$ cat src/rtl/gbts_pkg.sv
// gap buffer text store: shared types and constants
// used by the interfaces, controller, datapath and checker
`timescale 1ns / 1ps

package gbts_pkg;

  localparam int REQ_W  = 2;
  localparam int POS_W  = 11;
  localparam int CHAR_W = 8;
  localparam int CNT_W  = 11;
  localparam int ST_W   = 2;

  typedef enum logic [REQ_W-1:0] {
    REQ_INSERT = 2'd0,
    REQ_DELETE = 2'd1,
    REQ_READ   = 2'd2,
    REQ_NONE   = 2'd3
  } req_t;

  typedef enum logic [ST_W-1:0] {
    ST_OK    = 2'd0,
    ST_FULL  = 2'd1,
    ST_RANGE = 2'd2
  } status_t;

  typedef enum logic [2:0] {
    S_IDLE,
    S_CHECK,
    S_MOVE,
    S_SHIFT,
    S_RESP
  } state_t;

  // which address the store read port looks at
  typedef enum logic [1:0] {
    RD_NONE,
    RD_LEFT,
    RD_RIGHT,
    RD_POS
  } rd_sel_t;

  typedef struct packed {
    logic    latch;
    rd_sel_t rd_sel;
    logic    shift_left;
    logic    shift_right;
    logic    ins_write;
    logic    del_pop;
    logic    load_result;
    logic    char_from_mem;
    status_t status;
  } cmd_t;

  typedef struct packed {
    req_t req;
    logic range_err;
    logic full;
    logic at_target;
    logic go_left;
  } sts_t;

endpackage

$ cat src/rtl/gbts_ctrl.sv
// gap buffer controller: request sequencing and gap move stepping
// depends on gbts_pkg (state_t, cmd_t, sts_t)
`timescale 1ns / 1ps

module gbts_ctrl (
  input  logic           clk,
  input  logic           rst_n,
  input  logic           in_valid,
  output logic           in_ready,
  input  logic           out_ready,
  output logic           out_valid,
  input  gbts_pkg::sts_t sts,
  output gbts_pkg::cmd_t cmd
);

  gbts_pkg::state_t  state_r, state_nxt;
  gbts_pkg::status_t st_r, st_nxt;
  logic              cfm_r, cfm_nxt;
  logic              out_valid_r, out_valid_nxt;
  logic              out_free;

  assign out_free = !out_valid_r || out_ready;

  // next state
  always_comb begin
    state_nxt = state_r;
    st_nxt    = st_r;
    cfm_nxt   = cfm_r;
    case (state_r)
      gbts_pkg::S_IDLE: begin
        if (in_valid) begin
          state_nxt = gbts_pkg::S_CHECK;
          st_nxt    = gbts_pkg::ST_OK;
          cfm_nxt   = 1'b0;
        end
      end
      gbts_pkg::S_CHECK: begin
        case (sts.req)
          gbts_pkg::REQ_INSERT: begin
            if (sts.range_err) begin
              st_nxt    = gbts_pkg::ST_RANGE;
              state_nxt = gbts_pkg::S_RESP;
            end else if (sts.full) begin
              st_nxt    = gbts_pkg::ST_FULL;
              state_nxt = gbts_pkg::S_RESP;
            end else begin
              state_nxt = gbts_pkg::S_MOVE;
            end
          end
          gbts_pkg::REQ_DELETE: begin
            if (sts.range_err) begin
              st_nxt    = gbts_pkg::ST_RANGE;
              state_nxt = gbts_pkg::S_RESP;
            end else begin
              state_nxt = gbts_pkg::S_MOVE;
            end
          end
          gbts_pkg::REQ_READ: begin
            if (sts.range_err) begin
              st_nxt = gbts_pkg::ST_RANGE;
            end else begin
              cfm_nxt = 1'b1;
            end
            state_nxt = gbts_pkg::S_RESP;
          end
          default: state_nxt = gbts_pkg::S_RESP;
        endcase
      end
      gbts_pkg::S_MOVE: begin
        if (sts.at_target) begin
          state_nxt = gbts_pkg::S_RESP;
          if (sts.req == gbts_pkg::REQ_DELETE) begin
            cfm_nxt = 1'b1;
          end
        end else begin
          state_nxt = gbts_pkg::S_SHIFT;
        end
      end
      gbts_pkg::S_SHIFT: state_nxt = gbts_pkg::S_MOVE;
      gbts_pkg::S_RESP: begin
        if (out_free) begin
          state_nxt = gbts_pkg::S_IDLE;
        end
      end
      default: state_nxt = gbts_pkg::S_IDLE;
    endcase
  end

  // datapath commands
  always_comb begin
    cmd        = '0;
    cmd.rd_sel = gbts_pkg::RD_NONE;
    cmd.status = st_r;
    in_ready   = 1'b0;
    case (state_r)
      gbts_pkg::S_IDLE: begin
        in_ready  = 1'b1;
        cmd.latch = in_valid;
      end
      gbts_pkg::S_CHECK: begin
        if (sts.req == gbts_pkg::REQ_READ && !sts.range_err) begin
          cmd.rd_sel = gbts_pkg::RD_POS;
        end
      end
      gbts_pkg::S_MOVE: begin
        if (sts.at_target) begin
          if (sts.req == gbts_pkg::REQ_DELETE) begin
            cmd.rd_sel  = gbts_pkg::RD_LEFT;
            cmd.del_pop = 1'b1;
          end else begin
            cmd.ins_write = 1'b1;
          end
        end else begin
          cmd.rd_sel = sts.go_left ? gbts_pkg::RD_LEFT : gbts_pkg::RD_RIGHT;
        end
      end
      gbts_pkg::S_SHIFT: begin
        cmd.shift_left  = sts.go_left;
        cmd.shift_right = !sts.go_left;
      end
      gbts_pkg::S_RESP: begin
        cmd.load_result   = out_free;
        cmd.char_from_mem = cfm_r;
      end
      default: cmd = '0;
    endcase
  end

  assign out_valid_nxt = cmd.load_result || (out_valid_r && !out_ready);
  assign out_valid     = out_valid_r;

  always_ff @(posedge clk) begin
    if (!rst_n) begin
      state_r     <= gbts_pkg::S_IDLE;
      st_r        <= gbts_pkg::ST_OK;
      cfm_r       <= 1'b0;
      out_valid_r <= 1'b0;
    end else begin
      state_r     <= state_nxt;
      st_r        <= st_nxt;
      cfm_r       <= cfm_nxt;
      out_valid_r <= out_valid_nxt;
    end
  end

endmodule

$ cat config.mk
export PLATFORM = sky130hd
export DESIGN_NAME = gbts_ctrl
export DESIGN_NICKNAME = d
export VERILOG_FILES = /design/src/rtl/gbts_pkg.sv /design/src/rtl/gbts_ctrl.sv
export SDC_FILE = /design/constraint.sdc
export NUM_CORES = 1
export LEC_CHECK = 0
export BUFFER_PORTS_ARGS = -buffer_cell sky130_fd_sc_hd__buf_2
export CAP_MARGIN = 10
export CORE_MARGIN = 3
export CORE_UTILIZATION = 40
export CTS_CLUSTER_SIZE = 8
export DETAILED_ROUTE_END_ITERATION = 8
export GPL_TIMING_DRIVEN = 0
export PLACE_DENSITY = 0.76
export SETUP_SLACK_MARGIN = 0.02
export SYNTH_ARGS = -nofsm -noshare
export SYNTH_HDL_FRONTEND = slang
export SYNTH_SLANG_ARGS = --single-unit
$ cat constraint.sdc
create_clock -name clk -period 1.1 [get_ports clk]
set_input_delay 0.11 -clock clk [delete_from_list [all_inputs] [get_ports clk]]
set_output_delay 0.11 -clock clk [all_outputs]
set_load 0.005 [all_outputs]
=== After elaboration in Yosys (flattened, before gate mapping) ===
Index checks and enable logic that the tools add are counted.

* Memory bits (read-only): 0
* Word-level logic and storage cells: 70
* Register bits: 7
* Memories kept: 0
* RAM bits: 0
* Latch bits: 0

* Shift-type cells: 0
* Muxes and demuxes: 34
* Multiply operators: 0
* $add $sub $neg: 0
* Reduce and logical (&&, ||, !) cells: 17
* Bitwise logic cells: 0
* Equality and inequality tests: 15
* $lt $le $gt $ge: 0
* Divide/modulo/power cells: 0

{| class="wikitable"
|+ Operators by type and width
! cell !! number
|-
| two-way mux 2 bit || 12
|-
| two-way mux 3 bit || 6
|-
| one-hot mux 3 bit (5 select lines) || 1
|-
| != test 2 bit, second input constant || 6
|-
| one-hot mux 2 bit (2 select lines) || 3
|-
| two-way mux 1 bit || 10
|-
| equality test 3 x 2 -> 1 bit, second input constant || 2
|-
| one-hot mux 3 bit (2 select lines) || 1
|-
| AND reduction 6 bit || 1
|-
| AND reduction 5 bit || 1
|-
| OR reduction 5 bit || 1
|-
| zero test 1 bit || 4
|-
| != test 4 bit, second input constant || 1
|-
| equality test 3 x 1 -> 1 bit, second input constant || 1
|-
| equality test 3 bit, second input constant || 1
|-
| zero test 3 bit || 1
|-
| != test 3 x 2 -> 1 bit, second input constant || 1
|-
| != test 3 bit, second input constant || 1
|-
| one-hot mux 1 bit (3 select lines) || 1
|-
| nonzero test 3 bit || 1
|-
| equality test 2 x 1 -> 1 bit, second input constant || 1
|-
| equality test 2 bit, second input constant || 1
|-
| logical AND 1 bit || 2
|-
| zero test 2 bit || 1
|-
| other kinds (4) || 5
|}

=== Depth between registers and ports, before layout ===
* Depth in word-level cells: 4
* Gate-level depth with buffers: 6
* Gate-level depth less buffers: 6

=== Least setup slack after synthesis ===
No wires, ideal clock.

* Kind: in2reg
* From: input sts[4] (netlist bit)
* To: register st_r[1]
* Slack: 16 ps
* Stages: 6
* Buffers on the path: 0
* Arrival time: 961 ps
* Cell sequence: inv_1 -> ha_1 -> nor2b_1 -> o22ai_1 -> a22oi_1 -> o21ai_1

* Longest elaborated chain between the ends: 4
* Elaborated cells between the ends (all ways): 10
* Those cells by class: 5 x eq/ne; 2 x mux; 3 x reduce/logical

{| class="wikitable"
|+ RTL lines
! item !! line !! RTL
|-
| start, declared || gbts_ctrl.sv:12 || <nowiki>input gbts_pkg::sts_t sts,</nowiki>
|-
| equality test 2 x 1 -> 1 bit / equality test 2 bit (equally long branches) || gbts_ctrl.sv:38 || <nowiki>case (sts.req)</nowiki>
|-
| OR reduction 2 bit (no source line) || n/a ||
|-
| one-hot mux 2 bit (2 select lines) (tied with other cells) || gbts_ctrl.sv:38 ||
|-
| one-hot mux 2 bit (2 select lines) / AND reduction 5 bit (equally long branches) || n/a ||
|-
| end signal, assigned || gbts_ctrl.sv:135 || <nowiki>st_r <= gbts_pkg::ST_OK;</nowiki>
|-
| end signal, assigned || gbts_ctrl.sv:140 || <nowiki>st_r <= st_nxt;</nowiki>
|-
| end, declared || gbts_ctrl.sv:17 || <nowiki>gbts_pkg::status_t st_r, st_nxt;</nowiki>
|}

Several ways; a longest one is shown, not always the timed one.
A chain may end at the register's enable or synchronous reset.

==> impl_metrics.py <==
metrics = {
    "status": {
        "status": "complete, but fails checks",
        "failed_checks": "negative setup slack",
    },
    "drt": {
        "dr.first_iter.drc_count": 13,
        "vias": 718,
        "via_per_inst": 5.44,
        "postRouteAntennaNets": 0,
        "wl_per_cell_um": 13.5,
        "drcViolationCount": 0,
        "finalWirelength_mm": 1.78,
        "dr.pass1.iters": 5,
    },
    "global_routing": {
        "grt_pass1_wl_mm": 2.60,
        "grt_antenna_before_repair": 0,
        "grt_pass1_vias": 656,
        "grt_max_degree": 11,
        "gr-usage-all-layers": 0.174,
        "overflow": 0,
    },
    "logic_synthesis": {
        "synthCells": 79,
        "synth_fa_ha_area_frac": 0.100,
        "synth_top_family_by_area": "simple AND/OR/NAND/NOR gates",
        "muxShareOfSynthArea": 0.0320,
        "avgSynthCellArea_sq_um": 7.92,
        "synth-simple-area-share": 0.334,
        "synth_area_sq_um": 626,
        "yosys.area_share.xor_xnor": 0,
        "ys_seq_elements": 7,
        "synth_compound_area_frac": 0.206,
        "yosysSeqAreaShare": 0.224,
        "synth_cell_types": 30,
        "synth_top_area_share": 0.224,
        "synth_warnings": 0,
        "synthTopCellsByArea": "dfxtp_1 (22%), ha_1 (10%), nor2b_1 (5.0%)",
        "yosysTopAreaCell": "dfxtp_1",
        "synth_nets": 94,
    },
    "job": {
        "cap_violations": 0,
    },
    "worst_hold_path": {
        "hold_path.class": "primary input to flop",
        "holdPathEnd": "state_r[2]",
        "whs_path_depth": 4,
        "hold_start": "out_ready",
    },
    "setup_path": {
        "reg2reg_slack_ns": -0.10,
        "crit_arrival_ns": 1.26,
        "reg2reg_depth": 6,
        "rr_endpoint": "state_r[2]",
        "startpoint_type": "flop",
        "critPathCaptureType": "primary output",
        "timing.rr.start": "state_r[0]",
        "crit_required_ns": 0.99,
        "crit_fanout": 7,
        "critPathKind": "flop to primary output",
    },
    "die": {
        "rows": 13,
        "pin_count": 23,
        "die_y_um": 45.5,
        "core_area_sq_um": 1380,
        "die_area_sq_um": 2070,
        "initial_core_util": 0.452,
        "die_w_um": 45.5,
    },
    "sta": {
        "holdWs_ns": 0.159,
        "setup_viol": 17,
        "rsz0062_at_grt": "yes",
        "relSlewSlack": 0.860,
        "period_share": 1.25,
        "skew_ns": 0.00149,
        "worst-slew-pin-transition_ns": 0.209,
        "drv_slew": 0,
        "finalCriticalPeriod_ns": 1.37,
        "worst_slack_ns": -0.274,
        "final-hold-violation-count": 0,
        "fmax_ghz": 0.728,
    },
    "place": {
        "pre_cts_slack_ns": -0.196,
        "dpl.hpwl_mm": 1.14,
        "place_inst": 116,
        "place.gp.congestion": 0.755,
        "port_buffers": 22,
    },
    "clocking": {
        "cts_max_path_buffers": 2,
        "cts_buffers": 3,
        "cts_sinks": 7,
        "clockRootBuffer": "clkbuf_4",
        "cts_htree_levels": 1,
        "cts_tree": "done",
        "clock_latency_ns": 0.25,
        "path_clk_slew_ns": 0.05,
    },
    "final_layout": {
        "area_delta_synth_final_pct": 59.2,
        "area.sequential_sq_um": 151,
        "drive_above_1_share": 0.556,
        "nNetsFinal": 133,
        "fill_cells": 101,
        "fin_cells": 132,
        "multiInputGateArea_sq_um": 505,
        "n_antenna_cell": 0,
    },
    "pwr": {
        "powerDensity_nw_per_um2": 730,
        "ir_drop_uv": 351,
        "power_leakage_nw": 0.459,
        "total_power_uw": 727,
    },
}
## power by group
| part | total [mW] | leakage [nW] | internal, mW | switching, mW |
|---|---|---|---|---|
| clock | 0.233 | 0.0150 | 0.138 | 0.0948 |
| sequential | 0.273 | 0.0592 | 0.261 | 0.0129 |
| combinational | 0.220 | 0.385 | 0.111 | 0.110 |
## layout by cell type (no fill, tap or decap), drive strengths merged
cell     Yosys  routed
buf          3      37
a21oi        4       4
nand2        5       5
nor2b        6       6
clkbuf       0       4
o31ai        1       1
nand2b       4       4
dfxtp        7       7
mux2i        2       2
and3b        1       1
a211oi       1       1
o2111ai      1       1
o21ai        8       8
and3         3       3
o22ai        2       2
nand4        1       1
inv          7       7
ha           5       5
nor2         5       5
a211o        1       1
nor3         6       6
a22oi        2       2
and2         4       4
## through the flow
step	instance area [sq um]	setup TNS [ns]	util
after floorplan	626	0	-
after global placement	754	-0.672	0.546
after detailed placement	754	-0.737	0.546
after CTS	897	-2.43	0.649
after global routing	996	-3.96	0.720
final	996	-2.96	0.720
## worst max-delay path, stage by stage, from the launching register on
cell,delay (ns)
dfxtp_4,0.35
buf_12,0.13
nor3_4,0.22
nand2_2,0.11
o21ai_1,0.08
buf_2,0.12
## layer usage
metal / share of wire / GRT usage / up-vias
met3: 0.047 / 0.0237 / 4
li1: - / - / 351
met1: 0.44 / 0.182 / 336
met4: 0.017 / 0.105 / 0
met5: 0 / 0 / -
met2: 0.49 / 0.320 / 27
## cell usage after synthesis
cell type and count:
nand2b_1 2, a211o_1 1, a22oi_1 2, nor2_1 5, buf_12 1, nor3_1 5
inv_1 7, nand2_1 5, nor2b_1 5, nor3_4 1, mux2i_1 2, dfxtp_1 7
and3_1 3, o21ai_1 5, nand4_1 1, nand2b_2 2, o2111ai_1 1, and2_1 3
o21ai_2 1, a211oi_2 1, and3b_1 1, a21oi_1 4, o22ai_1 2, o31ai_1 1
and2_2 1, buf_4 1, buf_6 1, o21ai_0 2, ha_1 5, nor2b_2 1
## what timing repair did
action,CTS,global route
pin swaps,9,15
setup buffers,7,7
resized for setup,16,18
endpoints found under the hold margin,0,0
hold buffers,0,0
setup endpoints to repair,15,17
## sequential cells by signal (all words and copies together), names as in the netlist
name and cells:
out_valid 1, st_r 2, state_r 3, cfm_r 1
## cells by family after synthesis
| group | after synthesis |
|---|---|
| and+or+nand+nor | 35 |
| AOI/OAI and AO/OA | 20 |
| buffers and inverters | 10 |
| DFF | 7 |
| adders and majority gates | 5 |
| muxes | 2 |
## cell type report
cell class              count  share of cell area
flip-flops and latches      7               0.152
repair buffers             35               0.237
inverters                   7              0.0264
clock buffers               4              0.0264
multi-input cells          62               0.508
plain buffers               2              0.0314
well taps                  15              0.0188
## worst max path at each step
stage | slack [ns] | endpoint | startpoint | depth (start not counted)
2_1_floorplan | 0.02 | st_r[1] | sts[4] | 6
3_3_place_gp | -0.16 | st_r[1] | sts[4] | 7
3_5_place_dp | -0.20 | st_r[1] | sts[4] | 7
4_1_cts | -0.28 | cmd[9] | state_r[2] | 5
5_1_grt | -0.35 | cmd[8] | state_r[1] | 5
6_report | -0.27 | cmd[8] | state_r[1] | 5
Note: power is estimated with default switching activity, not from simulation.
